### src/rtl/lbo_pkg.sv
package lbo_pkg;

  localparam int COLOR_BITS = 24;
  localparam int IN_LABEL_BITS = 8;
  localparam int FRAME_W_BITS = 12;
  localparam int FRAME_H_BITS = 16;
  localparam int CFG_INDEX_BITS = 2;
  localparam int CFG_DATA_BITS = 24;
  localparam int JOB_DEPTH = 4;
  localparam int JOB_PTR_BITS = 2;

  typedef enum logic [CFG_INDEX_BITS-1:0] {
    CFG_FRAME_WIDTH   = 2'd0,
    CFG_FRAME_HEIGHT  = 2'd1,
    CFG_OUTLINE_COLOR = 2'd2
  } cfg_index_t;

  typedef struct packed {
    logic [IN_LABEL_BITS-1:0] pixel_label;
    logic [COLOR_BITS-1:0]    pixel_color;
  } pixel_in_t;

  typedef struct packed {
    logic [COLOR_BITS-1:0] out_color;
    logic                  last_of_run;
    logic                  end_of_frame;
  } pixel_out_t;

  typedef struct packed {
    logic [FRAME_W_BITS-1:0] frame_width;
    logic [FRAME_H_BITS-1:0] frame_height;
    logic [COLOR_BITS-1:0]   outline_color;
  } cfg_t;

  typedef struct packed {
    logic [COLOR_BITS-1:0] above_color;
    logic [COLOR_BITS-1:0] cur_color;
    logic                  edge_hit;
    logic                  has_above;
    logic                  last_col;
    logic                  last_row;
  } job_t;

endpackage

### src/rtl/lbo_job_fifo.sv
module lbo_job_fifo (
  input  logic          clk,
  input  logic          rst_n,
  input  logic          push_valid,
  output logic          push_stall,
  input  lbo_pkg::job_t push_job,
  output logic          pop_valid,
  input  logic          pop_ready,
  output lbo_pkg::job_t pop_job
);

  lbo_pkg::job_t                     slot_r [lbo_pkg::JOB_DEPTH];
  logic [lbo_pkg::JOB_PTR_BITS-1:0]  wr_ptr_r, rd_ptr_r;
  logic [lbo_pkg::JOB_PTR_BITS:0]    count_r, count_nxt;
  logic                              do_push, do_pop;

  assign push_stall = count_r == (lbo_pkg::JOB_PTR_BITS + 1)'(lbo_pkg::JOB_DEPTH);
  assign pop_valid  = count_r != '0;
  assign do_push    = push_valid && !push_stall;
  assign do_pop     = pop_valid && pop_ready;
  assign pop_job    = slot_r[rd_ptr_r];

  always_comb begin
    count_nxt = count_r;
    unique case ({do_push, do_pop})
      2'b10:   count_nxt = count_r + (lbo_pkg::JOB_PTR_BITS + 1)'(1);
      2'b01:   count_nxt = count_r - (lbo_pkg::JOB_PTR_BITS + 1)'(1);
      default: count_nxt = count_r;
    endcase
  end

  always_ff @(posedge clk) begin
    if (!rst_n) begin
      wr_ptr_r <= '0;
      rd_ptr_r <= '0;
      count_r  <= '0;
    end else begin
      count_r <= count_nxt;
      if (do_push) begin
        wr_ptr_r <= wr_ptr_r + (lbo_pkg::JOB_PTR_BITS)'(1);
      end
      if (do_pop) begin
        rd_ptr_r <= rd_ptr_r + (lbo_pkg::JOB_PTR_BITS)'(1);
      end
    end
  end

  always_ff @(posedge clk) begin
    if (do_push) begin
      slot_r[wr_ptr_r] <= push_job;
    end
  end

endmodule

### config.mk
export PLATFORM = sky130hd
export DESIGN_NAME = lbo_job_fifo
export DESIGN_NICKNAME = d
export VERILOG_FILES = /design/src/rtl/lbo_pkg.sv /design/src/rtl/lbo_job_fifo.sv
export SDC_FILE = /design/constraint.sdc
export NUM_CORES = 1
export LEC_CHECK = 0
export BUFFER_PORTS_ARGS = -buffer_cell sky130_fd_sc_hd__buf_4
export CAP_MARGIN = 40
export CELL_PAD_IN_SITES_DETAIL_PLACEMENT = 0
export CELL_PAD_IN_SITES_GLOBAL_PLACEMENT = 2
export CORE_MARGIN = 1
export CORE_UTILIZATION = 45
export DETAILED_ROUTE_END_ITERATION = 8
export PLACE_DENSITY_LB_ADDON = 0.1
export SLEW_MARGIN = 15
export SYNTH_ARGS = -nofsm -noshare
export SYNTH_HDL_FRONTEND = slang
export SYNTH_SLANG_ARGS = --single-unit
### constraint.sdc
create_clock -name clk -period 3.3 [get_ports clk]
set_input_delay 0.165 -clock clk [delete_from_list [all_inputs] [get_ports clk]]
set_output_delay 0.165 -clock clk [all_outputs]
set_load 0.03 [all_outputs]
==> impl_metrics.csv <==
group,metric,value,unit
run_status,status,"finished clean",
clocking,h-tree-depth,1,
timing,slew_headroom,0.601,
floorplan,die_w,136,µm
global_route,grt_use_total,0.164,
critical_path,cp_slowest_stage_delay,0.74,ns
critical_path,cp_slowest_cell,"dfxtp_4",
global_route,grt_pass1_wl,22300,µm
global_route,grt_max_degree,38,
critical_path,start_kind,"flip-flop",
timing,post-route-min-period,2.55,ns
final_layout,drive_above_1_share,0.397,
logic_synthesis,yosysWarnings,0,
pwr,ir_drop,0.000588,V
route,firstDrtPassIters,4,
pwr,power_density,782,nW/µm²
final_layout,syn_to_final_growth,28.3,%
timing,fin_skew,0.0171,ns
clocking,cts_tree,"done",
route,wl_per_cell,19.6,µm
clocking,cts_root_buffer,"clkbuf_16",
timing,hold_viol_final,0,
clocking,clock_path_buffers,3,
placement,gp_congestion,0.635,
floorplan,fp-row-count,48,
critical_path,crit_arrival,2.38,ns
route,vias,3812,
placement,placed_area,9140,µm²
floorplan,die_y,136,µm
route,drc_errors,0,
critical_path,cp_top_family,"flip-flops",
route,drt_iter0_drc,249,
logic_synthesis,syn_inst,324,
logic_synthesis,synth-seq-cells,217,
critical_path,path_max_fanout,27,
route,ant_nets,0,
route,vias_per_cell,5.10,
hold_path,worstHoldPathType,"primary input to flip-flop",
timing,slew_viol_final,0,
critical_path,path_buf_inv,2,
logic_synthesis,synth_nets,386,
timing,tns,0,ns
critical_path,crit_top_cell,"buf_4",
global_route,grt_pass1_vias,4036,
final_layout,final_common_cell,"edfxtp_1",
logic_synthesis,yosys.area.top_type,"edfxtp_1",
pwr,power.leakage,3.52,nW
logic_synthesis,synth_area,8060,µm²
final_layout,final_cell_mix,"edfxtp_1, buf_4, dlygate4sd3_1",
clocking,clkTransAtPathRegs,0.05,ns
floorplan,pin_count,110,
floorplan,coreArea,17400,µm²
final_layout,fillers,1317,
job,cap_violations,0,
logic_synthesis,synth_cell_types,23,
placement,dp_hpwl,8610,µm
final_layout,fin_nets,568,
critical_path,critical_path.cell_chain,"buf_4 > mux4_1 > buf_4",
critical_path,worstSetupPathType,"flip-flop to primary output",
clocking,clkLatencyLatePin,0.49,ns
floorplan,die-area,18500,µm²
logic_synthesis,netlist.area_leader.share,0.775,
timing,min_period_over_period,0.772,
critical_path,end_kind,"primary output",
clocking,post_cts_buffers,0,
timing,fmax,393,MHz
timing,holdWs,0.147,ns
logic_synthesis,seq_area_frac_synth,0.797,
timing,setup-violations-final,0,
logic_synthesis,syn_area_per_cell,24.9,µm²
floorplan,start_util,0.463,
critical_path,critPathRequiredTime,3.13,ns
timing,rsz0062_at_grt,"no",
timing,tightest_slew,0.598,ns
global_route,antenna_found_initial,0,
global_route,overflow,0,
final_layout,insertedDiodeCount,0,
clocking,clock_sinks,217,
clocking,numCtsBuffers,23,
placement,io_buffers,109,
logic_synthesis,synthTopCellsByArea,"edfxtp_1, mux4_2, dfxtp_1, buf_12, ha_1",
route,postRouteWirelength,14600,µm
final_layout,fin_area,10300,µm²
final cells by class:
type                    instances  area [µm²]  area share
flip-flops and latches        217        6430       0.622
multi-input cells              87        1470       0.142
repair buffers                171        1470       0.142
inverters                       6        22.5     0.00218
clock inverters                12        61.3     0.00593
well taps                     225         282      0.0272
clock buffers                  29         608      0.0588
through the flow:
step,instances,setup slack [ns],power (mW),util
floorplan,324,0.797,5.16,-
global placement,653,1.11,5.86,0.525
detailed placement,653,1.08,5.88,0.525
CTS,747,0.660,8.20,0.594
global route,747,0.595,8.43,0.594
finish,747,0.753,8.08,0.594
what timing repair did:
| action | in CTS | in global routing |
|---|---|---|
| resized for setup | 0 | 0 |
| hold endpoints to repair | 217 | 0 |
| hold buffers | 53 | 0 |
| setup endpoints to repair | 0 | 0 |
power breakdown:
part | total, mW | internal [mW] | switching, mW | leakage [nW]
logic | 2.30 | 1.05 | 1.26 | 1.22
registers | 3.52 | 3.33 | 0.190 | 1.98
clock network | 2.26 | 1.30 | 0.963 | 0.320
total | 8.08 | 5.67 | 2.41 | 3.52
cells by family after synthesis:
kind of cell,Yosys count,synth area share
and+or+nand+nor,18,0.0132
DFF,217,0.797
muxes,54,0.149
xor gates and xnor gates,4,0.00435
buffers and inverters,20,0.0213
adders and majority gates,6,0.0102
AOI/OAI and AO/OA,5,0.00528
state kept, by name (all words and copies together) (netlist names), named ones only:
register	count
wr_ptr_r	2
rd_ptr_r	2
slot_r	208
count_r	3
Yosys cell counts (all sizes together):
cell type / n
o21ai: 2
dfxtp: 9
buf: 12
and2: 7
nor3b: 1
nor2b: 3
xor2: 1
clkbuf: 2
xnor2: 3
edfxtp: 208
mux4: 52
a21boi: 1
ha: 5
or3: 2
o31a: 1
inv: 6
fa: 1
mux2i: 2
nand2: 5
o311ai: 1
final timing paths:
| kind | start | end | slack, ns | cells after the start |
|---|---|---|---|---|
| setup / recovery | flip-flop | pop_job[45] | 0.75 | 3 |
| hold reg to reg | wr_ptr_r[0] | wr_ptr_r[0] | 0.51 | 2 |
| setup reg to reg | count_r[2] | count_r[2] | 1.12 | 9 |
| hold / removal | pop_ready | flip-flop | 0.15 | 4 |
worst reg2reg max path, delay by kind of cell (launching register included):
kind / cells / cell delay [ns]
flops: 1 / 0.40
buf+inv: 2 / 0.14
compound gates: 1 / 0.15
fa+ha+maj: 2 / 0.55
xor+xnor: 1 / 0.16
simple gates: 3 / 0.70
per-layer routing:
metal  part of all wire  vias to the layer above  wire length (µm)  track usage
li1                   -                     1725                 -            -
met4              0.013                        0               186       0.0383
met5                  0                        -                 0            0
met1               0.45                     1959              6620        0.231
met3              0.052                       20               758       0.0321
met2               0.48                      108              7080        0.266
No activity file was read; power rests on OpenSTA's default activity.
