[src/rtl/lbo_pkg.sv]
package lbo_pkg;

  localparam int COLOR_BITS = 24;
  localparam int IN_LABEL_BITS = 8;
  localparam int FRAME_W_BITS = 12;
  localparam int FRAME_H_BITS = 16;
  localparam int CFG_INDEX_BITS = 2;
  localparam int CFG_DATA_BITS = 24;
  localparam int JOB_DEPTH = 4;
  localparam int JOB_PTR_BITS = 2;

  typedef enum logic [CFG_INDEX_BITS-1:0] {
    CFG_FRAME_WIDTH   = 2'd0,
    CFG_FRAME_HEIGHT  = 2'd1,
    CFG_OUTLINE_COLOR = 2'd2
  } cfg_index_t;

  typedef struct packed {
    logic [IN_LABEL_BITS-1:0] pixel_label;
    logic [COLOR_BITS-1:0]    pixel_color;
  } pixel_in_t;

  typedef struct packed {
    logic [COLOR_BITS-1:0] out_color;
    logic                  last_of_run;
    logic                  end_of_frame;
  } pixel_out_t;

  typedef struct packed {
    logic [FRAME_W_BITS-1:0] frame_width;
    logic [FRAME_H_BITS-1:0] frame_height;
    logic [COLOR_BITS-1:0]   outline_color;
  } cfg_t;

  typedef struct packed {
    logic [COLOR_BITS-1:0] above_color;
    logic [COLOR_BITS-1:0] cur_color;
    logic                  edge_hit;
    logic                  has_above;
    logic                  last_col;
    logic                  last_row;
  } job_t;

endpackage

[src/rtl/lbo_emit.sv]
module lbo_emit (
  input  logic                           clk,
  input  logic                           rst_n,
  input  logic [lbo_pkg::COLOR_BITS-1:0] outline_color,
  input  logic                           job_valid,
  output logic                           job_ready,
  input  lbo_pkg::job_t                  job,
  output logic                           out_valid,
  input  logic                           out_stall,
  output lbo_pkg::pixel_out_t            out_pixel
);

  logic                out_valid_r, out_valid_nxt;
  lbo_pkg::pixel_out_t out_pixel_r, out_pixel_nxt;
  logic                second_r, second_nxt;
  logic                load, two_res, emit_above;

  assign load       = !out_valid_r || !out_stall;
  assign two_res    = job.has_above && job.last_row;
  // the pixel above goes out first; the own pixel follows on the last row
  assign emit_above = job.has_above && !second_r;

  always_comb begin
    out_valid_nxt = out_valid_r;
    out_pixel_nxt = out_pixel_r;
    second_nxt    = second_r;
    job_ready     = 1'b0;
    if (load) begin
      out_valid_nxt = job_valid;
      if (job_valid) begin
        if (emit_above) begin
          out_pixel_nxt.out_color    = job.edge_hit ? outline_color : job.above_color;
          out_pixel_nxt.last_of_run  = !job.last_row;
          out_pixel_nxt.end_of_frame = 1'b0;
        end else begin
          out_pixel_nxt.out_color    = job.cur_color;
          out_pixel_nxt.last_of_run  = 1'b1;
          out_pixel_nxt.end_of_frame = job.last_col;
        end
        if (two_res && !second_r) begin
          second_nxt = 1'b1;
        end else begin
          second_nxt = 1'b0;
          job_ready  = 1'b1;
        end
      end
    end
  end

  always_ff @(posedge clk) begin
    if (!rst_n) begin
      out_valid_r <= 1'b0;
      second_r    <= 1'b0;
    end else begin
      out_valid_r <= out_valid_nxt;
      second_r    <= second_nxt;
    end
  end

  always_ff @(posedge clk) begin
    out_pixel_r <= out_pixel_nxt;
  end

  assign out_valid = out_valid_r;
  assign out_pixel = out_pixel_r;

endmodule

[config.mk]
export PLATFORM = sky130hd
export DESIGN_NAME = lbo_emit
export DESIGN_NICKNAME = d
export VERILOG_FILES = /design/src/rtl/lbo_pkg.sv /design/src/rtl/lbo_emit.sv
export SDC_FILE = /design/constraint.sdc
export NUM_CORES = 1
export LEC_CHECK = 0
export BUFFER_PORTS_ARGS = -buffer_cell sky130_fd_sc_hd__buf_2
export CELL_PAD_IN_SITES_DETAIL_PLACEMENT = 0
export CELL_PAD_IN_SITES_GLOBAL_PLACEMENT = 2
export CORE_MARGIN = 8
export CORE_UTILIZATION = 23
export DETAILED_ROUTE_END_ITERATION = 8
export GPL_TIMING_DRIVEN = 0
export HOLD_SLACK_MARGIN = 0.15
export PLACE_DENSITY_LB_ADDON = 0.1
export SKIP_CTS_REPAIR_TIMING = 1
export SLEW_MARGIN = 20
export SYNTH_ARGS = -nofsm -noshare
export SYNTH_HDL_FRONTEND = slang
export SYNTH_SLANG_ARGS = --single-unit
[constraint.sdc]
create_clock -name clk -period 3.6 [get_ports clk]
set_input_delay 0.72 -clock clk [delete_from_list [all_inputs] [get_ports clk]]
set_output_delay 0.72 -clock clk [all_outputs]
set_load 0.01 [all_outputs]
==> results.cfg, run 1 <==
[clocking]
clk_latency_ns = 0.28
tritoncts = done
worst_path_clk_slew_ns = 0.10
cts.htree.levels = 1
total_cts_buffers = 3
clock_sink_count = 28
root_buffer = sky130_fd_sc_hd__clkbuf_8
clock_path_buffers = 2

[synthesis]
synth-warning-count = 0
avgSynthCellArea_um2 = 17.98
synth-seq-area-share_pct = 49.62
leading_post_synthesis_cells_by_cell_area = sky130_fd_sc_hd__edfxtp_1 47%, sky130_fd_sc_hd__mux2_4 36%, sky130_fd_sc_hd__mux2_2 5.4%
syn-num-nets = 172
synth_cell_type_count = 13
synth.top_cell.area_share_pct = 47.20
postSynthCellCount = 92
post_synth_instance_area_um2 = 1654
yosys.area.top_type = sky130_fd_sc_hd__edfxtp_1
number_of_storage_elements_in_the_synthesis_netlist = 28

[grt]
grt.met3_usage_pct = 4.696
grt_antenna_before_repair = 0
grt_first_pass_wirelength_mm = 6.706
gr-max-usage-layer = met2
maximum_number_of_pins_on_one_net_before_global_route_repair = 22
gr-usage-all-layers_pct = 8.530
grt_residual_overflow = 0
number_of_global_route_vias_before_repair = 1385
groute.layer.met1.usage_pct = 8.528
met2_usage_pct = 14.82

[die]
floorplan.rows = 31
core_um2 = 7098
fp.dieArea_um2 = 10160
die_w_um = 100.8
fp.dieH_um = 100.8
start_util_pct = 23.30
top_level_ports = 108

[timing]
fmaxAchievable_mhz = 405.3
setup_viol = 0
setup_ws_ns = 1.133
final-hold-violation-count = 0
timing_max_transition_violations_final = 0
max_slew_headroom_pct = 74.65
worst_hold_slack_ns = 0.4766
grt_setup_unrepaired = false
tightestPinTransition_ns = 0.3793
final_critical_delay_including_setup_and_external_delays_ns = 2.468
clock-skew-final_ns = 0.005699
fin_crit_sh_pct = 68.54

[placed_design]
detailed_place_hpwl_mm = 3.710
numPortBuffers = 106
dp_slack_ns = 1.082
globalplace.congestion = 0.7174

[cells_and_area]
final.fill_count = 724
layout-drive-gt1-share_pct = 81.28
antenna_cells_inserted = 0
final_cell_mix = 106 x sky130_fd_sc_hd__buf_2, 40 x sky130_fd_sc_hd__mux2_4, 26 x sky130_fd_sc_hd__edfxtp_1, 8 x sky130_fd_sc_hd__mux2_2
net_count_final = 284
area_delta_synth_final_pct = 44.63
mostFrequentLayoutCell = sky130_fd_sc_hd__buf_2

[setup_path]
crit_path_cell_trace = buf_2, a21boi_4, buf_16, a21boi_0, buf_2
critPathKind = primary input to primary output
startpoint_types = primary input
biggest_fanout_along_the_worst_timing_path = 21
timing.critical_path.arrival_ns = 1.75
critical_path.max_stage_delay_ns = 0.35
critPathCaptureType = primary output
timing.critical_path.required_ns = 2.88
slowest_stage = sky130_fd_sc_hd__a21boi_4
crit_top_cell = sky130_fd_sc_hd__buf_2

[job]
cap_viol_max_count = 0

[route]
num_vias = 1176
vias_per_cell = 3.894
first_iter_violations = 29
antenna_left = 0
drt_first_pass_iters = 3
totalWireLength_mm = 4.414
drc = 0
drt-wirelength-per-cell_um = 14.62

[power_and_ir_drop]
static-leakage-power_nw = 1.149
totalPowerFinal_mw = 0.7718
ir_worst_vdd_mv = 0.1354
cellPowerDensity_nw_per_um2 = 322.6

[hold_path]
hold_path_class = flop to flop

[run_status]
run_status = completed
registers in the layout, summed over array words and instances (netlist names):
signal and count:
out_pixel 26, second_r 1, out_valid 1
final timing paths:
kind | start | end | slack (ns) | cells after the start
min reg2reg | second_r$_SDFFE_PN0P_ | second_r$_SDFFE_PN0P_ | 0.48 | 2
min | second_r$_SDFFE_PN0P_ | second_r$_SDFFE_PN0P_ | 0.48 | 2
max | out_stall | job_ready | 1.13 | 5
max reg2reg | second_r$_SDFFE_PN0P_ | out_pixel[21]$_DFFE_PP_ | 2.15 | 4
where the power goes:
part / switching (mW) / internal (mW)
Sequential: 0.00546 / 0.386
Clock: 0.100 / 0.0767
Combinational: 0.0763 / 0.127
Total: 0.182 / 0.590
final cells by class:
type	instances	area (µm²)	share of cell area, %
plain buffers	6	77.57	3.243
clock buffers	3	41.29	1.726
clock inverters	1	3.754	0.1569
multi-input cells	58	767.0	32.06
flip-flops and latches	28	820.8	34.31
well taps	99	123.9	5.178
repair buffers	107	558.0	23.33
critical path, delay by kind of cell:
kind	cells	cell delay [ns]
AO/OA/AOI/OAI	2	0.53
buffers and inverters	3	0.49
synth_stat cells, drive strengths merged:
cell    count
nand4b      1
a21oi       1
a21boi      2
nor2b       3
edfxtp     26
mux2i       1
buf         6
mux2       48
nand2       2
dfxtp       2
per-stage QoR:
| step | area, µm² | TNS [ns] | instances | util, % |
|---|---|---|---|---|
| after floorplan | 1654 | 0 | 92 | - |
| after global placement | 2308 | -0.5343 | 297 | 32.52 |
| after detailed placement | 2347 | 0 | 298 | 33.07 |
| after CTS | 2392 | 0 | 302 | 33.70 |
| after global routing | 2392 | 0 | 302 | 33.70 |
| final | 2392 | 0 | 302 | 33.70 |
cells by family after synthesis:
family                 Yosys count  share of synthesized area [%]
buffers and inverters            6                          4.690
AOI/OAI and AO/OA                3                          1.210
DFF                             28                          49.62
muxes                           49                          42.36
and+or+nand+nor                  6                          2.118
metal layers:
layer  part of all wire, %  wire [µm]
met1                    36       1590
met4                   1.0         44
met2                    49       2176
met5                     0          0
met3                    14        603
Power figures use the tool's default switching activity.
==> run 2, diff against run 1 <==
==> constraint.sdc (replaced) <==
create_clock -name clk -period 2.2 [get_ports clk]
set_input_delay 0.44 -clock clk [delete_from_list [all_inputs] [get_ports clk]]
set_output_delay 0.44 -clock clk [all_outputs]
set_load 0.01 [all_outputs]
==> run 2 against run 1 <==
  * Combinational power is 63% higher
  * Critical endpoint unchanged
  * Cell area is 0.52% lower
  * First-iteration DRC count is 24% lower
  * Sequential power is 64% higher
==> results.cfg, run 2 (synthesized netlist as in run 1, its figures left out) <==
[clocking]
tritoncts = done
clk_latency_ns = 0.28
clock_path_buffers = 2
worst_path_clk_slew_ns = 0.10
clock_sink_count = 28
cts.htree.levels = 1
root_buffer = sky130_fd_sc_hd__clkbuf_8
total_cts_buffers = 3

[setup_path]
timing.critical_path.buf_inv = 1
critPathCaptureType = primary output
timing.critical_path.arrival_ns = 1.54
critical_path.max_stage_delay_ns = 0.52
critPathKind = flop to primary output
worstReg2RegStart = second_r$_SDFFE_PN0P_
cp_top_family = compound AO/OA/AOI/OAI gates
worst_setup_sp = out_valid$_SDFFE_PN0P_
biggest_fanout_along_the_worst_timing_path = 18
startpoint_types = flop
timing.critical_path.required_ns = 1.76
slowest_stage = sky130_fd_sc_hd__a21boi_4
flop_to_flop_setup_slack_ns = 0.74
crit_path_cell_trace = a21boi_4, a21boi_0, buf_2

[grt]
number_of_global_route_vias_before_repair = 1407
grt_residual_overflow = 0
grt_antenna_before_repair = 0
gr-usage-all-layers_pct = 8.551
grt_first_pass_wirelength_mm = 6.768
maximum_number_of_pins_on_one_net_before_global_route_repair = 19

[job]
cap_viol_max_count = 0

[route]
totalWireLength_mm = 4.535
first_iter_violations = 22
drt_first_pass_iters = 6
antenna_left = 0
drc = 0
num_vias = 1185
drt-wirelength-per-cell_um = 15.02
vias_per_cell = 3.924

[cells_and_area]
antenna_cells_inserted = 0
mostFrequentLayoutCell = sky130_fd_sc_hd__buf_2
max_ffs_per_register = 26
final_cell_mix = 106 x sky130_fd_sc_hd__buf_2, 40 x sky130_fd_sc_hd__mux2_4, 26 x sky130_fd_sc_hd__edfxtp_1, 8 x sky130_fd_sc_hd__mux2_2
final.fill_count = 729
area_delta_synth_final_pct = 43.87
net_count_final = 284
layout-drive-gt1-share_pct = 81.28
stdcell_area_um2 = 2380

[timing]
final-hold-violation-count = 0
tightestPinTransition_ns = 0.6171
max_slew_headroom_pct = 58.76
final_critical_delay_including_setup_and_external_delays_ns = 1.981
timing_max_transition_violations_final = 0
setup_viol = 0
grt_setup_unrepaired = false
fin_crit_sh_pct = 90.06
fmaxAchievable_mhz = 504.7
sum_of_negative_setup_slack_ns = 0
clock-skew-final_ns = 0.01271

[power_and_ir_drop]
intPower_mw = 0.9671
ir_worst_vdd_mv = 0.2138
switch_share_pct = 24.29
netsw_mw = 0.3102
comb_power_share_pct = 25.8
cellPowerDensity_nw_per_um2 = 536.7
pwr-share-clk_pct = 23.9
p_seq_share_pct = 50.3
totalPowerFinal_mw = 1.277
static-leakage-power_nw = 1.143

[run_status]
run_status = completed

[die]
start_util_pct = 23.30
die_w_um = 100.8
top_level_ports = 108
fp.dieH_um = 100.8
floorplan.rows = 31
fp.dieArea_um2 = 10160
core_um2 = 7098

[placed_design]
globalplace.congestion = 0.6756
detailed_place_hpwl_mm = 3.779
placed_area_um2 = 2335
numPortBuffers = 106

[hold_path]
hold_path_class = primary input to flop
timing.hold.worst.start = job_valid
## run 2: cell count changes in the layout (fill, tap and decap cells not counted)
cell / before / now
sky130_fd_sc_hd__buf_16: 1 / 0
sky130_fd_sc_hd__buf_8: 0 / 1
sky130_fd_sc_hd__clkbuf_1: 0 / 1
sky130_fd_sc_hd__clkinv_1: 1 / 0
## run 2: final timing paths
| kind | to | cells past startpoint |
|---|---|---|
| hold reg to reg | second_r$_SDFFE_PN0P_ | 2 |
| setup / recovery | job_ready | 3 |
| setup reg to reg | out_pixel[17]$_DFFE_PP_ | 4 |
| hold / removal | out_valid$_SDFFE_PN0P_ | 3 |
## run 2: worst min-delay path, cell delays in order
cell	delay (ns)
sky130_fd_sc_hd__buf_2	0.09
sky130_fd_sc_hd__a21oi_1	0.04
sky130_fd_sc_hd__nor2b_1	0.09
## run 2: metal layers
layer | share of wire [%] | track usage, % | vias to the layer above
li1 | - | - | 572
met1 | 38 | 9.203 | 544
met2 | 51 | 15.08 | 67
met3 | 11 | 3.729 | 2
met4 | 0.42 | 1.744 | 0
met5 | 0 | 0 | -
## run 2: cell type report
type / instances / area (µm²) / area share (%)
multi-input combinational: 58 / 767.0 / 32.23
tap: 99 / 123.9 / 5.205
buffer: 6 / 77.57 / 3.260
timing repair buffer: 107 / 545.5 / 22.92
clock buffer: 4 / 45.04 / 1.893
sequential: 28 / 820.8 / 34.49
## run 2: power by group through the flow
| stage | logic, mW | clock network [mW] | registers, mW |
|---|---|---|---|
| 5_1_grt | 0.358 | 0.338 | 0.646 |
| 3_5_place_dp | 0.337 | 0 | 0.655 |
| 4_1_cts | 0.338 | 0.318 | 0.643 |
| 2_1_floorplan | 0.175 | 0 | 0.677 |
| 3_3_place_gp | 0.327 | 0 | 0.654 |
| 6_report | 0.330 | 0.305 | 0.642 |
## run 2: metrics by stage
stage | std cells | setup slack (ns) | hold slack (ns) | util, %
after floorplan | 92 | 0.09908 | 0.4429 | -
after global placement | 297 | -0.3988 | 0.4567 | 32.58
after detailed placement | 298 | 0.2608 | 0.4783 | 32.89
after global routing | 302 | 0.002881 | 0.4183 | 33.53
final | 302 | 0.2186 | 0.4088 | 33.53
after CTS | 302 | 0.1702 | 0.4075 | 33.53
==> run 3, diff against run 2 <==
--- a/config.mk
+++ b/config.mk
@@ -5,11 +5,12 @@
 export SDC_FILE = /design/constraint.sdc
 export NUM_CORES = 1
 export LEC_CHECK = 0
+export ABC_AREA = 1
 export BUFFER_PORTS_ARGS = -buffer_cell sky130_fd_sc_hd__buf_2
 export CELL_PAD_IN_SITES_DETAIL_PLACEMENT = 0
 export CELL_PAD_IN_SITES_GLOBAL_PLACEMENT = 2
 export CORE_MARGIN = 8
-export CORE_UTILIZATION = 23
+export CORE_UTILIZATION = 19
 export DETAILED_ROUTE_END_ITERATION = 8
 export GPL_TIMING_DRIVEN = 0
 export HOLD_SLACK_MARGIN = 0.15
@@ -19,3 +20,4 @@
 export SYNTH_ARGS = -nofsm -noshare
 export SYNTH_HDL_FRONTEND = slang
 export SYNTH_SLANG_ARGS = --single-unit
+export TNS_END_PERCENT = 1
==> run 3 against run 2 <==
  * Die area grew 15%
  * Largest power group unchanged
  * Critical path depth is the same
  * Sequential power grew 0.9%
  * Sequential share of layout area grew 0.85 points
  * First-iteration DRC count grew 140%
  * Non-clock buffer count grew 2
  * Clock power is essentially flat
  * Clock skew shrank 0.0086 ns
  * Clock-buffer cell count is the same
  * Cell area shrank 2.4%
  * Synthesized cell count grew 110%
==> results.cfg, run 3 <==
[run_status]
run_status = completed

[timing]
final_critical_delay_including_setup_and_external_delays_ns = 1.836
tightestPinTransition_ns = 0.9763
setup_ws_ns = 0.3637
timing_max_transition_violations_final = 0
fin_crit_sh_pct = 83.47
setup_viol = 0
sum_of_negative_setup_slack_ns = 0
worst_hold_slack_ns = 0.3861
max_slew_headroom_pct = 34.51
clock-skew-final_ns = 0.004142
final-hold-violation-count = 0
grt_setup_unrepaired = false
fmaxAchievable_mhz = 544.6

[clocking]
clk_latency_ns = 0.28
clock_sink_count = 28
total_cts_buffers = 3
tritoncts = done
clock_path_buffers = 2
cts.htree.levels = 1
worst_path_clk_slew_ns = 0.10
root_buffer = sky130_fd_sc_hd__clkbuf_8

[synthesis]
synth-warning-count = 0
leading_post_synthesis_cells_by_cell_area = sky130_fd_sc_hd__edfxtp_1 48%, sky130_fd_sc_hd__nand2_1 20%, sky130_fd_sc_hd__nand2_2 6.6%
avgSynthCellArea_um2 = 8.199
post_synth_instance_area_um2 = 1615
postSynthCellCount = 197
synthMostInstantiatedCell = sky130_fd_sc_hd__nand2_1
synth-seq-area-share_pct = 50.81
synth_cell_type_count = 17
synth-edff-count = 26
async_reset_ff_share_pct = 0
syn-num-nets = 277
synth.top_cell.area_share_pct = 48.33
ys_top_cells_by_count = 85 x sky130_fd_sc_hd__nand2_1, 27 x sky130_fd_sc_hd__inv_1, 26 x sky130_fd_sc_hd__edfxtp_1, 17 x sky130_fd_sc_hd__nand2_2, 11 x sky130_fd_sc_hd__o21ai_1
yosys.area.top_type = sky130_fd_sc_hd__edfxtp_1
synth_flop_cell = sky130_fd_sc_hd__edfxtp_1
number_of_storage_elements_in_the_synthesis_netlist = 28

[cells_and_area]
mostFrequentLayoutCell = sky130_fd_sc_hd__buf_2
layout-drive-gt1-share_pct = 47.56
final-seq-area_um2 = 820.8
final_cell_mix = 108 x sky130_fd_sc_hd__buf_2, 85 x sky130_fd_sc_hd__nand2_1, 26 x sky130_fd_sc_hd__inv_1, 26 x sky130_fd_sc_hd__edfxtp_1, 17 x sky130_fd_sc_hd__nand2_2
multiInputGateArea_um2 = 601.8
layout.cells.non_filler = 412
antenna_cells_inserted = 0
area_delta_synth_final_pct = 43.76
net_count_final = 388
max_ffs_per_register = 26
final.fill_count = 943

[power_and_ir_drop]
ir_worst_vdd_mv = 0.2106
switch_share_pct = 28.20
comb_power_share_pct = 24.5
cellPowerDensity_nw_per_um2 = 543.1
netsw_mw = 0.3557
p_seq_share_pct = 51.3
pwr-share-clk_pct = 24.1
static-leakage-power_nw = 1.247
intPower_mw = 0.9055

[route]
totalWireLength_mm = 5.575
drt_first_pass_iters = 4
first_iter_violations = 52
num_vias = 1505
drc = 0
drt-wirelength-per-cell_um = 13.53
antenna_left = 0
vias_per_cell = 3.653

[setup_path]
flop_to_flop_setup_slack_ns = 0.36
worst_setup_sp = out_valid$_SDFFE_PN0P_
critPathKind = flop to flop
startpoint_types = flop
critPathCaptureType = flop
rr_endpoint = out_pixel[7]$_DFFE_PP_
biggest_fanout_along_the_worst_timing_path = 26
worstSetupEndpoint = out_pixel[7]$_DFFE_PP_
worstReg2RegStart = out_valid$_SDFFE_PN0P_
timing.critical_path.required_ns = 1.93
timing.critical_path.arrival_ns = 1.57
rr_worst_depth = 3

[grt]
grt_antenna_before_repair = 0
grt_residual_overflow = 0
maximum_number_of_pins_on_one_net_before_global_route_repair = 27
grt_first_pass_wirelength_mm = 8.673
number_of_global_route_vias_before_repair = 1711
gr-usage-all-layers_pct = 9.351

[die]
core_um2 = 8217
top_level_ports = 108
start_util_pct = 19.66
fp.dieH_um = 108.2
floorplan.rows = 33
die_w_um = 108.2
fp.dieArea_um2 = 11710

[placed_design]
numPlacedInstances = 408
detailed_place_hpwl_mm = 4.429
dp_slack_ns = 0.2352
numPortBuffers = 106
globalplace.congestion = 0.6529

[hold_path]
hold_path_class = primary input to flop

[job]
cap_viol_max_count = 0
==> run 3: critical path, stage by stage, from the launching register on <==
cell and delay (ns):
sky130_fd_sc_hd__dfxtp_1 0.34, sky130_fd_sc_hd__nand2_1 0.06, sky130_fd_sc_hd__nand2_1 0.11, sky130_fd_sc_hd__clkinv_1 0.77
==> run 3: final cells by class <==
type                    instances  area share [%]
flip-flops and latches         28           35.34
inverters                      29           4.687
repair buffers                106           22.84
multi-input cells             131           25.92
well taps                     105           5.657
plain buffers                   9           3.610
clock buffers                   4           1.940
==> run 3: power by group through the flow <==
stage                     clock network (mW)  registers [mW]  logic (mW)
after floorplan                            0           0.684       0.141
after global placement                     0           0.659       0.323
after detailed placement                   0           0.660       0.320
after CTS                              0.326           0.648       0.320
after global routing                   0.340           0.653       0.353
final                                  0.304           0.648       0.310
==> run 3: per-layer routing <==
layer | track usage (%) | part of all wire (%) | vias up
met2 | 16.65 | 50 | 61
met1 | 10.67 | 41 | 616
met4 | 3.271 | 0.84 | 0
met5 | 0 | 0 | -
li1 | - | - | 826
met3 | 2.142 | 8.4 | 2
==> run 3: how the worst min path moves through the flow <==
stage / cells past startpoint / slack (ns) / end / from
2_1_floorplan: 2 / 0.51 / out_valid$_SDFFE_PN0P_ / out_valid$_SDFFE_PN0P_
3_3_place_gp: 2 / 0.51 / out_valid$_SDFFE_PN0P_ / out_valid$_SDFFE_PN0P_
3_5_place_dp: 2 / 0.48 / out_valid$_SDFFE_PN0P_ / out_valid$_SDFFE_PN0P_
4_1_cts: 3 / 0.38 / second_r$_SDFFE_PN0P_ / rst_n
5_1_grt: 3 / 0.39 / second_r$_SDFFE_PN0P_ / rst_n
6_report: 3 / 0.39 / second_r$_SDFFE_PN0P_ / rst_n
==> run 3: kinds of logic (layout without fill, tap and decap cells) <==
kind of cell	count (synthesis)	count (layout)	synth area share [%]
AOI/OAI and AO/OA	25	25	9.993
buffers and inverters	38	148	11.93
DFF	28	28	50.81
and+or+nand+nor	106	106	27.27
==> run 3: through the flow <==
step | instance area, µm² | total power [mW] | utilization (%)
2_1_floorplan | 1615 | 0.8256 | -
3_3_place_gp | 2277 | 0.9820 | 27.71
3_5_place_dp | 2277 | 0.9801 | 27.71
4_1_cts | 2322 | 1.294 | 28.26
5_1_grt | 2322 | 1.346 | 28.26
6_report | 2322 | 1.261 | 28.26
